**config.mk**
```make
export PLATFORM = sky130hd
export DESIGN_NAME = mask_transition_blend_top
export DESIGN_NICKNAME = d
export VERILOG_FILES = /design/src/hdl/mtb_pkg.sv /design/src/hdl/mtb_alpha.sv /design/src/hdl/mtb_blend.sv /design/src/hdl/mask_transition_blend_top.sv
export VERILOG_INCLUDE_DIRS = /design/src /design/src/hdl
export SDC_FILE = /design/constraint.sdc
export NUM_CORES = 2
export LEC_CHECK = 0
export ABC_CLOCK_PERIOD_IN_PS = 19700
export BUFFER_PORTS_ARGS = -buffer_cell sky130_fd_sc_hd__buf_2
export CAP_MARGIN = 10
export CORE_ASPECT_RATIO = 0.8
export CORE_MARGIN = 3
export CORE_UTILIZATION = 61
export CTS_CLUSTER_DIAMETER = 120
export CTS_CLUSTER_SIZE = 40
export DETAILED_ROUTE_END_ITERATION = 6
export GPL_ROUTABILITY_DRIVEN = 0
export GPL_TIMING_DRIVEN = 0
export PLACE_DENSITY = 0.78
export SLEW_MARGIN = 20
export SYNTH_ARGS = -nofsm -noshare
export SYNTH_HDL_FRONTEND = slang
export SYNTH_SLANG_ARGS = --single-unit
```
**constraint.sdc**
```tcl
create_clock -name clk -period 19.7 [get_ports clk]
set_clock_uncertainty 0.15 [all_clocks]
set_input_delay 0 -clock clk [delete_from_list [all_inputs] [get_ports clk]]
set_output_delay 0 -clock clk [all_outputs]
set_load 0.01 [all_outputs]
```
**src/hdl/mask_transition_blend_top_defines.svh**
```systemverilog
// Assertion macros shared by the mask transition blend RTL.
// Needs clk and arst_n in the scope of every module that expands them.
`ifndef MASK_TRANSITION_BLEND_TOP_DEFINES_SVH
`define MASK_TRANSITION_BLEND_TOP_DEFINES_SVH

// The consequent must hold in the same cycle as the antecedent.
`define MTB_ASSERT_NOW(lbl, ante, cons, msg) \
	lbl: assert property (@(posedge clk) disable iff (!arst_n) (ante) |-> (cons)) \
		else $error(msg);

// The consequent must hold in the cycle after the antecedent.
`define MTB_ASSERT_NEXT(lbl, ante, cons, msg) \
	lbl: assert property (@(posedge clk) disable iff (!arst_n) (ante) |=> (cons)) \
		else $error(msg);

`endif

```
**src/hdl/mtb_pkg.sv**
```systemverilog
// Shared widths, register codes and pipeline payload types of the mask blend.
// No dependencies.
`default_nettype none

package mtb_pkg;

	localparam int PIX_W     = 8;
	localparam int CHAN_N    = 3;
	localparam int TIME_W    = 11;
	localparam int RAMP_W    = 10;
	localparam int CFG_W     = 11;
	localparam int CFG_IDX_W = 1;
	localparam int NUM_W     = 18;
	localparam int PROD_W    = 2 * PIX_W;

	localparam logic [TIME_W-1:0] TIME_RESET = '0;
	localparam logic [RAMP_W-1:0] RAMP_RESET = 10'd51;
	localparam logic [PIX_W-1:0]  ALPHA_FULL = 8'd255;

	localparam logic [CFG_IDX_W-1:0] CFG_TIME = 1'b0;
	localparam logic [CFG_IDX_W-1:0] CFG_RAMP = 1'b1;

	typedef struct packed {
		logic [CHAN_N-1:0][PIX_W-1:0] chan_a;
		logic [CHAN_N-1:0][PIX_W-1:0] chan_b;
		logic                         frame_end;
	} pixel_t;

	typedef struct packed {
		logic below;
		logic above;
	} range_t;

	typedef struct packed {
		logic             below;
		logic             above;
		logic [PIX_W-1:0] quotient;
	} weight_t;

	typedef struct packed {
		logic [NUM_W-1:0] rem;
		logic [1:0]       qbits;
	} div_t;

endpackage

`default_nettype wire

```
**src/hdl/mtb_alpha.sv**
```systemverilog
// Weight pipeline: range compare, numerator, then a four-stage radix-4 divider.
// Depends on mtb_pkg and mask_transition_blend_top_defines.svh.
`default_nettype none
`include "mask_transition_blend_top_defines.svh"

module mtb_alpha import mtb_pkg::*; (
	input  wire logic              clk,
	input  wire logic              arst_n,
	input  wire logic              en,
	input  wire logic              in_valid,
	input  wire pixel_t            in_pix,
	input  wire logic [PIX_W-1:0]  in_mask,
	input  wire logic [TIME_W-1:0] time_pos,
	input  wire logic [RAMP_W-1:0] ramp_len,
	output logic                   out_valid,
	output pixel_t                 out_pix,
	output weight_t                out_weight
);

	// Two restoring steps of the quotient, bits sh+1 and sh.
	function automatic div_t div_step2(input logic [NUM_W-1:0] rem,
			input logic [RAMP_W-1:0] d, input int unsigned sh);
		logic [NUM_W-1:0] r;
		logic [NUM_W-1:0] dsh;
		div_t             res;
		r = rem;
		res.qbits = '0;
		dsh = NUM_W'(d) << (sh + 1);
		if (r >= dsh) begin
			r = r - dsh;
			res.qbits[1] = 1'b1;
		end
		dsh = NUM_W'(d) << sh;
		if (r >= dsh) begin
			r = r - dsh;
			res.qbits[0] = 1'b1;
		end
		res.rem = r;
		return res;
	endfunction

	range_t            flags_c;
	logic [NUM_W-1:0]  num_c;
	logic [TIME_W-1:0] edge_end_c;
	logic [RAMP_W-1:0] diff_c;

	logic              valid_s1, valid_s2, valid_s3, valid_s4, valid_s5;
	pixel_t            pix_s1, pix_s2, pix_s3, pix_s4, pix_s5;
	range_t            flags_s1, flags_s2, flags_s3, flags_s4, flags_s5;
	logic [RAMP_W-1:0] d_s1, d_s2, d_s3, d_s4;
	logic [NUM_W-1:0]  rem_s1, rem_s2, rem_s3, rem_s4;
	logic [1:0]        q_s2;
	logic [3:0]        q_s3;
	logic [5:0]        q_s4;
	logic [PIX_W-1:0]  q_s5;
	div_t              st2_c, st3_c, st4_c, st5_c;

	// Inside the soft edge t - m is below the ramp length, so ten bits suffice.
	always_comb begin
		edge_end_c    = TIME_W'(in_mask) + TIME_W'(ramp_len);
		flags_c.below = time_pos < TIME_W'(in_mask);
		flags_c.above = time_pos >= edge_end_c;
		diff_c        = RAMP_W'(time_pos - TIME_W'(in_mask));
		num_c         = {diff_c, 8'b0} - NUM_W'(diff_c) + NUM_W'(ramp_len[RAMP_W-1:1]);
	end

	always_comb begin
		st2_c = div_step2(rem_s1, d_s1, 6);
		st3_c = div_step2(rem_s2, d_s2, 4);
		st4_c = div_step2(rem_s3, d_s3, 2);
		st5_c = div_step2(rem_s4, d_s4, 0);
	end

	always_ff @(posedge clk or negedge arst_n) begin
		if (!arst_n) begin
			valid_s1 <= 1'b0;
			valid_s2 <= 1'b0;
			valid_s3 <= 1'b0;
			valid_s4 <= 1'b0;
			valid_s5 <= 1'b0;
		end else if (en) begin
			valid_s1 <= in_valid;
			valid_s2 <= valid_s1;
			valid_s3 <= valid_s2;
			valid_s4 <= valid_s3;
			valid_s5 <= valid_s4;
		end
	end

	always_ff @(posedge clk) begin
		if (en) begin
			pix_s1   <= in_pix;
			flags_s1 <= flags_c;
			d_s1     <= ramp_len;
			rem_s1   <= num_c;

			pix_s2   <= pix_s1;
			flags_s2 <= flags_s1;
			d_s2     <= d_s1;
			rem_s2   <= st2_c.rem;
			q_s2     <= st2_c.qbits;

			pix_s3   <= pix_s2;
			flags_s3 <= flags_s2;
			d_s3     <= d_s2;
			rem_s3   <= st3_c.rem;
			q_s3     <= {q_s2, st3_c.qbits};

			pix_s4   <= pix_s3;
			flags_s4 <= flags_s3;
			d_s4     <= d_s3;
			rem_s4   <= st4_c.rem;
			q_s4     <= {q_s3, st4_c.qbits};

			pix_s5   <= pix_s4;
			flags_s5 <= flags_s4;
			q_s5     <= {q_s4, st5_c.qbits};
		end
	end

	assign out_valid           = valid_s5;
	assign out_pix             = pix_s5;
	assign out_weight.below    = flags_s5.below;
	assign out_weight.above    = flags_s5.above;
	assign out_weight.quotient = q_s5;

	`MTB_ASSERT_NEXT(a_load_s1, en && in_valid, valid_s1, "accepted pixel did not enter stage 1")
	`MTB_ASSERT_NOW(a_flags_excl, valid_s1, !(flags_s1.below && flags_s1.above),
		"pixel is both before and past the soft edge")
	`MTB_ASSERT_NEXT(a_stall_hold, !en && valid_s5, valid_s5, "stage 5 lost a pixel during a stall")

endmodule

`default_nettype wire

```
**src/hdl/mtb_blend.sv**
```systemverilog
// Blend pipeline: weight select and channel products, then the divide-by-255 rounding.
// Depends on mtb_pkg.
`default_nettype none

module mtb_blend import mtb_pkg::*; (
	input  wire logic                         clk,
	input  wire logic                         arst_n,
	input  wire logic                         en,
	input  wire logic                         in_valid,
	input  wire pixel_t                       in_pix,
	input  wire weight_t                      in_weight,
	output logic                              out_valid,
	output logic [CHAN_N-1:0][PIX_W-1:0]      out_chan,
	output logic                              out_frame_end
);

	logic [PIX_W-1:0]                 alpha_c;
	logic [PIX_W-1:0]                 beta_c;
	logic [CHAN_N-1:0][PROD_W-1:0]    pa_c, pb_c;
	logic [CHAN_N-1:0][PIX_W-1:0]     y_c;
	logic [PROD_W:0]                  v_c, r_c;

	logic                             valid_s6, valid_s7;
	logic [CHAN_N-1:0][PROD_W-1:0]    pa_s6, pb_s6;
	logic                             fe_s6, fe_s7;
	logic [CHAN_N-1:0][PIX_W-1:0]     y_s7;

	always_comb begin
		if (in_weight.below) begin
			alpha_c = '0;
		end else if (in_weight.above) begin
			alpha_c = ALPHA_FULL;
		end else begin
			alpha_c = in_weight.quotient;
		end
		beta_c = ALPHA_FULL - alpha_c;
		for (int i = 0; i < CHAN_N; i++) begin
			pa_c[i] = in_pix.chan_a[i] * alpha_c;
			pb_c[i] = in_pix.chan_b[i] * beta_c;
		end
	end

	// v / 255 approximated as ((v + 1) + (v >> 8)) >> 8.
	always_comb begin
		v_c = '0;
		r_c = '0;
		for (int i = 0; i < CHAN_N; i++) begin
			v_c     = {1'b0, pa_s6[i]} + {1'b0, pb_s6[i]};
			r_c     = v_c + (PROD_W+1)'(1) + (v_c >> 8);
			y_c[i]  = r_c[PROD_W-1:PIX_W];
		end
	end

	always_ff @(posedge clk or negedge arst_n) begin
		if (!arst_n) begin
			valid_s6 <= 1'b0;
			valid_s7 <= 1'b0;
		end else if (en) begin
			valid_s6 <= in_valid;
			valid_s7 <= valid_s6;
		end
	end

	always_ff @(posedge clk) begin
		if (en) begin
			pa_s6 <= pa_c;
			pb_s6 <= pb_c;
			fe_s6 <= in_pix.frame_end;
			y_s7  <= y_c;
			fe_s7 <= fe_s6;
		end
	end

	assign out_valid     = valid_s7;
	assign out_chan      = y_s7;
	assign out_frame_end = fe_s7;

endmodule

`default_nettype wire

```
**src/hdl/mask_transition_blend_top.sv**
```systemverilog
// Top level of the mask-driven wipe between two YCbCr pictures.
// A pixel passes stages 1 to 7 in order; the divider retires two quotient bits per stage.
// Throughput: one pixel per clock while the output is not stalled.
// A stalled output freezes all seven stages together, so nothing is lost or repeated.
// Reset clears every stage valid bit, sets time_position to 0 and ramp_length to 51.
// Depends on mtb_pkg, mtb_alpha, mtb_blend and mask_transition_blend_top_defines.svh.
`default_nettype none
`include "mask_transition_blend_top_defines.svh"

module mask_transition_blend_top import mtb_pkg::*; (
	input  wire logic                 clk,
	input  wire logic                 arst_n,

	// Configuration write port; index 0 is time_position, index 1 is ramp_length.
	input  wire logic                 cfg_wr_en,
	input  wire logic [CFG_IDX_W-1:0] cfg_index,
	input  wire logic [CFG_W-1:0]     cfg_data,

	// Pixel input stream.
	input  wire logic                 s_axis_tvalid,
	output logic                      s_axis_tready,
	// Fields from bit 0 up: luma_a, chroma_b_a, chroma_r_a, mask_value,
	// luma_b, chroma_b_b, chroma_r_b.
	input  wire logic [55:0]          s_axis_tdata,
	// frame_end.
	input  wire logic                 s_axis_tlast,

	// Blended pixel output stream.
	output logic                      m_axis_tvalid,
	input  wire logic                 m_axis_tready,
	// Fields from bit 0 up: luma_out, chroma_b_out, chroma_r_out.
	output logic [23:0]               m_axis_tdata,
	// frame_end_out.
	output logic                      m_axis_tlast
);

	logic [TIME_W-1:0]              time_q;
	logic [RAMP_W-1:0]              ramp_q;

	logic                           en;
	pixel_t                         in_pix;
	logic [PIX_W-1:0]               in_mask;

	logic                           mid_valid;
	pixel_t                         mid_pix;
	weight_t                        mid_weight;

	logic [CHAN_N-1:0][PIX_W-1:0]   out_chan;

	// Configuration registers. The user must change them only while the pipeline is
	// empty (not enforced here); the stages read them directly where they need them.
	always_ff @(posedge clk or negedge arst_n) begin
		if (!arst_n) begin
			time_q <= TIME_RESET;
			ramp_q <= RAMP_RESET;
		end else if (cfg_wr_en) begin
			case (cfg_index)
				CFG_TIME: begin
					time_q <= cfg_data;
				end
				CFG_RAMP: begin
					ramp_q <= cfg_data[RAMP_W-1:0];
				end
				default: begin
				end
			endcase
		end
	end

	// The whole pipeline advances whenever the output register is empty or its
	// transaction completes in this cycle. Bubbles then drain naturally.
	assign en            = !m_axis_tvalid || m_axis_tready;
	assign s_axis_tready = en;

	// Unpack the input transaction.
	assign in_pix.chan_a[0]  = s_axis_tdata[7:0];
	assign in_pix.chan_a[1]  = s_axis_tdata[15:8];
	assign in_pix.chan_a[2]  = s_axis_tdata[23:16];
	assign in_mask           = s_axis_tdata[31:24];
	assign in_pix.chan_b[0]  = s_axis_tdata[39:32];
	assign in_pix.chan_b[1]  = s_axis_tdata[47:40];
	assign in_pix.chan_b[2]  = s_axis_tdata[55:48];
	assign in_pix.frame_end  = s_axis_tlast;

	// Stages 1 to 5: where the pixel sits on the soft edge, and its weight.
	mtb_alpha u_alpha (
		.clk        (clk),
		.arst_n     (arst_n),
		.en         (en),
		.in_valid   (s_axis_tvalid),
		.in_pix     (in_pix),
		.in_mask    (in_mask),
		.time_pos   (time_q),
		.ramp_len   (ramp_q),
		.out_valid  (mid_valid),
		.out_pix    (mid_pix),
		.out_weight (mid_weight)
	);

	// Stages 6 and 7: weighted channel sums and the rounding divide by 255.
	// Stage 7 is the output register.
	mtb_blend u_blend (
		.clk           (clk),
		.arst_n        (arst_n),
		.en            (en),
		.in_valid      (mid_valid),
		.in_pix        (mid_pix),
		.in_weight     (mid_weight),
		.out_valid     (m_axis_tvalid),
		.out_chan      (out_chan),
		.out_frame_end (m_axis_tlast)
	);

	assign m_axis_tdata = out_chan;

	`MTB_ASSERT_NOW(a_stall_only_full, !s_axis_tready, m_axis_tvalid,
		"input stalled while the output register is empty")

endmodule

`default_nettype wire
```
==> impl.org <==
** Final layout
- The finished cells cover approximately 0.042 mm².
- The area growth from synthesis to layout is 9.241%.
- Summing all multi-input logic gate instances after layout gives 0.02041 mm².
- After filler insertion, the fill cell instance count of the layout stands at about 4,400.
- Most common cell after layout, fill and taps aside :: edfxtp_1
- At the end of the flow, the number of nets in the layout was 4,330.
- Cells with a size suffix above 1 make up under 10% of the layout.
- Top library cells by usage in the layout, fill and taps aside :: edfxtp_1 (509), inv_1 (423), ha_1 (420)
- Registers take around 0.016 mm².

** Worst setup path
- On the critical path, the stage with the largest delay is an instance of o41ai_1.
- In this run the worst setup path begins at u_alpha.d_s1[1].
- Along the worst path, the maximum fanout reaches 10.
- Sort of element at the end of the critical path :: register
- R2r worst-path depth :: 21
- The critical path in this run is classified as register to register.
- Worst flop-to-flop path startpoint :: u_alpha.d_s1[1]
- The number of buffers and inverters on the critical path is 3.
- Timing endpoint of the critical path :: u_alpha.rem_s2[8]
- Biggest cell delay along the critical path :: 0.57 ns
- STA classifies the critical path startpoint as a register.
- Logic depth of the worst path, buffers included :: 21
- On the critical path the largest part of the delay comes from compound AO/OA/AOI/OAI gates.
- Library cell appearing most often on the critical path :: o21ai_0
- Worst R2R End :: u_alpha.rem_s2[8]
- In this run the register-to-register setup slack is between 10 and 15 ns.
- Data on the critical path is required at its endpoint by ~20 ns.
- For the worst setup path, the data arrival time is 6.78 ns.
- Worst path cell trace :: inv_1 -> ha_1 -> nor2b_1 -> o21a_1 -> o21ai_0 -> a21oi_1 -> a211o_1 -> nand2_1 -> clkbuf_1 -> o21ai_0 -> fa_1 -> a21oi_1 -> nor2_1 -> nor2_1 -> o21ai_0 -> o41ai_1 -> o21ai_0 -> or2_2 -> nor3_1 -> buf_4 -> mux2_2

** Outcome
- The flow ran to the end, and the final reports show no timing, DRC or antenna violations.

** Timing
- Headroom to the max-slew limit came out at 48.79%.
- Unrepaired setup endpoints after global routing :: no
- At the pin with the least slew margin, the transition time is roughly 0.75 ns.
- Share of the clock period used by the worst path :: between 30% and 40%
- The worst path in the final design needs a cycle of about 6.6 ns, including I/O delays and setup.
- The number of max-slew violations in the final report was 0.
- Setup violations remaining at the end of the flow were counted as 0.
- Fmax achieved :: roughly 150 MHz
- Final Hold Vio Count :: 0

** Route
- Detailed routing inserted a total of around 25,000 vias.
- Once detail routing completed, the nets flagged for antenna violations numbered 0.
- Violation count after the first detailed-routing iteration :: 1,919
- In the routed design, unresolved DRC markers number 0.
- Vias/cell :: roughly 5.7
- Iteration count of the initial detailed-routing pass :: 6
- Wire length per cell :: 17.73 µm
- Total wire length :: about 79 mm

** Synth
- For this run, the number of Yosys warnings is 0.
- Number of different library cells in the post-synthesis netlist :: between 80 and 90
- Post-synth top area share :: 40.00%
- Synthesis produced a netlist with a net count of 4,083.
- Summing the areas of all compound-gate instances in the mapped netlist gives a little over 8% of the synthesized area.
- Dividing the synthesized area by the synthesized cell count gives around 11 µm².
- Simple-Gate Fraction of Synth Area :: between 10% and 20%
- In this run, synthesis inferred 509 flip-flops with an integrated enable.
- The biggest area contributor in the post-synthesis netlist is edfxtp_1.
- Cells after Synth :: about 3,400
- Flop and latch count out of synthesis :: 537
- Counting flops with an async set or reset pin after synthesis yields a share of under 10%.
- Proportion of synthesized area in mux cells :: 1.549%
- Cell area after synthesis :: around 0.038 mm²
- By area, the combinational part of the netlist is dominated by adder cells.
- Synth top area cells :: edfxtp_1 (40%), ha_1 (14%), fa_1 (12%), and2_1 (5.5%), inv_1 (4.2%)
- Adder and majority cell fraction of the synthesized area :: 25.80%
- Commonest register cell after synthesis :: edfxtp_1
- Summing the sequential cell areas from Yosys gives 41.85% of the chip area.
- After Yosys synthesis, XOR and XNOR cells account for 4.709% of the synthesized area.

** Floorplanning
- In this run the standard cell core region covers ~0.06 mm².
- The floorplan step defined a die boundary enclosing roughly 0.066 mm².
- The die is 285.8 µm wide.
- During I/O placement, the number of pins put on the boundary was 101.
- Starting utilization of the core area :: between 60% and 70%
- Die height :: 229.9 µm
- The floorplan has between 80 and 90 rows.

** Clock network
- # Post-CTS Setup Buffers :: 0
- # H-tree levels :: 1
- Clock tree synthesis found a total of between 500 and 600 sinks.
- Clock tree from TritonCTS :: yes
- Clock-pin slew of the registers on the worst-case setup and hold paths :: ~0.13 ns
- Number of buffers added by the clock tree synthesis step :: 18
- CTS placed an instance of clkbuf_16 at the clock tree root.
- The longest clock path from root to sink contains 3 buffers.
- Clock insertion delay at the later pin of the skew report :: slightly below 0.6 ns

** Run
- Max-capacitance violation count :: 0

** Global routing
- Summed over all layers, the global routing overflow is 0.
- Wire length of the first global-routing pass :: about 130 mm
- Maximum number of pins on one net before global-route repair :: just over 60
- Across every metal layer, demand over resource in global routing totals between 20% and 30%.
- Number of global-route vias before repair :: 26,610
- The number of antenna violations at the first check in global routing was 0.

** Hold path
- Hold WC Path Type :: input pin to register

** Place
- Port-buffer cells :: 100
- After detailed placement, the total cell area comes to between 0.03 and 0.04 mm².
- The wire-length estimate of the detail-placed layout is between 60 and 70 mm.
## logic make-up (layout without fill, tap and decap cells)
| logic type | Yosys count | after routing |
|---|---|---|
| compound gates | 489 | 489 |
| xor+xnor | 203 | 203 |
| fa+ha+maj | 650 | 650 |
| buf+inv | 476 | 732 |
| flops | 537 | 537 |
| mux | 53 | 53 |
| other cells | 0 | 1 |
| simple gates | 951 | 951 |
## worst register-to-register path, stage by stage (launching register included)
cell,delay [ns]
edfxtp_1,0.43
inv_1,0.20
ha_1,0.29
nor2b_1,0.15
o21a_1,0.18
o21ai_0,0.20
a21oi_1,0.22
a211o_1,0.34
nand2_1,0.23
clkbuf_1,0.40
o21ai_0,0.28
fa_1,0.50
a21oi_1,0.15
nor2_1,0.05
nor2_1,0.15
o21ai_0,0.18
o41ai_1,0.57
o21ai_0,0.27
or2_2,0.35
nor3_1,0.43
buf_4,0.28
mux2_2,0.36
## registers in the layout (all words and copies together), names as in the netlist, 18 cells and up
signal	flops
u_alpha.out_pix	49
u_alpha.pix_s1	49
u_alpha.pix_s2	49
u_alpha.pix_s3	49
u_alpha.pix_s4	49
u_blend.pa_s6	48
u_blend.pb_s6	48
u_blend.out_chan	24
u_alpha.rem_s1	18
u_alpha.rem_s2	18
u_alpha.rem_s3	18
u_alpha.rem_s4	18
## metal layers
| layer | wire length, µm | GRT usage, % | vias up |
|---|---|---|---|
| li1 | - | - | 12020 |
| met1 | 33360 | 32.16 | 12310 |
| met2 | 39410 | 43.35 | 747 |
| met3 | 3795 | 2.646 | 174 |
| met4 | 2283 | 6.937 | 0 |
| met5 | 0 | 0 | - |
## layout make-up
type	count	share of cell area, %
Multi-Input combinational cell	2346	48.89
Sequential cell	537	38.31
Timing Repair Buffer	227	4.598
Inverter	426	3.831
Tap cell	830	2.488
Clock buffer	25	1.193
Buffer	50	0.5246
Clock inverter	4	0.1649
Antenna cell	1	0.005995
## stage by stage
stage,hold slack [ns],utilization [%],instances,TNS [ns],worst slack (ns)
detailed placement,-0.08085,65.01,4299,0,13.25
global placement,-0.1180,64.61,4289,-246.46,-1.689
finish,0.03329,67.85,4446,0,13.12
floorplan,-0.4456,-,3359,0,2.994
global route,0.03412,67.85,4445,0,12.69
CTS,0.007316,67.85,4445,0,13.20
## synth_stat cells (10+ instances only)
cell and instances:
xor2_1 59, a21o_1 52, nand3_1 37, a211oi_1 18, a21oi_1 133, mux2_2 49
and2_1 333, nor3_1 52, clkbuf_1 44, o41ai_1 11, edfxtp_1 509, inv_1 423
nand2b_1 22, xnor2_1 142, dfrtp_1 24, nor4_1 10, or2_2 17, o21a_1 27
a21boi_0 17, nor2_1 178, and3_1 10, fa_1 230, o21ai_0 123, nand2_1 187
nand4_1 24, o31ai_1 12, ha_1 420, nor2b_1 39, o21bai_1 24
## repair_timing
item / 4_1_cts / 5_1_grt
hold endpoints to repair: 99 / 0
setup endpoints to repair: 0 / 0
gates resized for setup: 0 / 0
hold buffers: 117 / 0
## how the worst min path moves through the flow
| stage | start | end | slack (ns) | cells after the start |
|---|---|---|---|---|
| 3_3_place_gp | arst_n | ramp_q[2] | -0.12 | 1 |
| 4_1_cts | s_axis_tvalid | u_alpha.valid_s1 | 0.007 | 3 |
| 5_1_grt | cfg_data[8] | time_q[8] | 0.03 | 3 |
| 2_1_floorplan | arst_n | ramp_q[2] | -0.45 | 0 |
| 6_report | cfg_data[7] | time_q[7] | 0.03 | 3 |
| 3_5_place_dp | arst_n | time_q[3] | -0.08 | 1 |
Power is not shown: default switching activity piles up to over one toggle a cycle in this logic, so the estimate is an artifact.
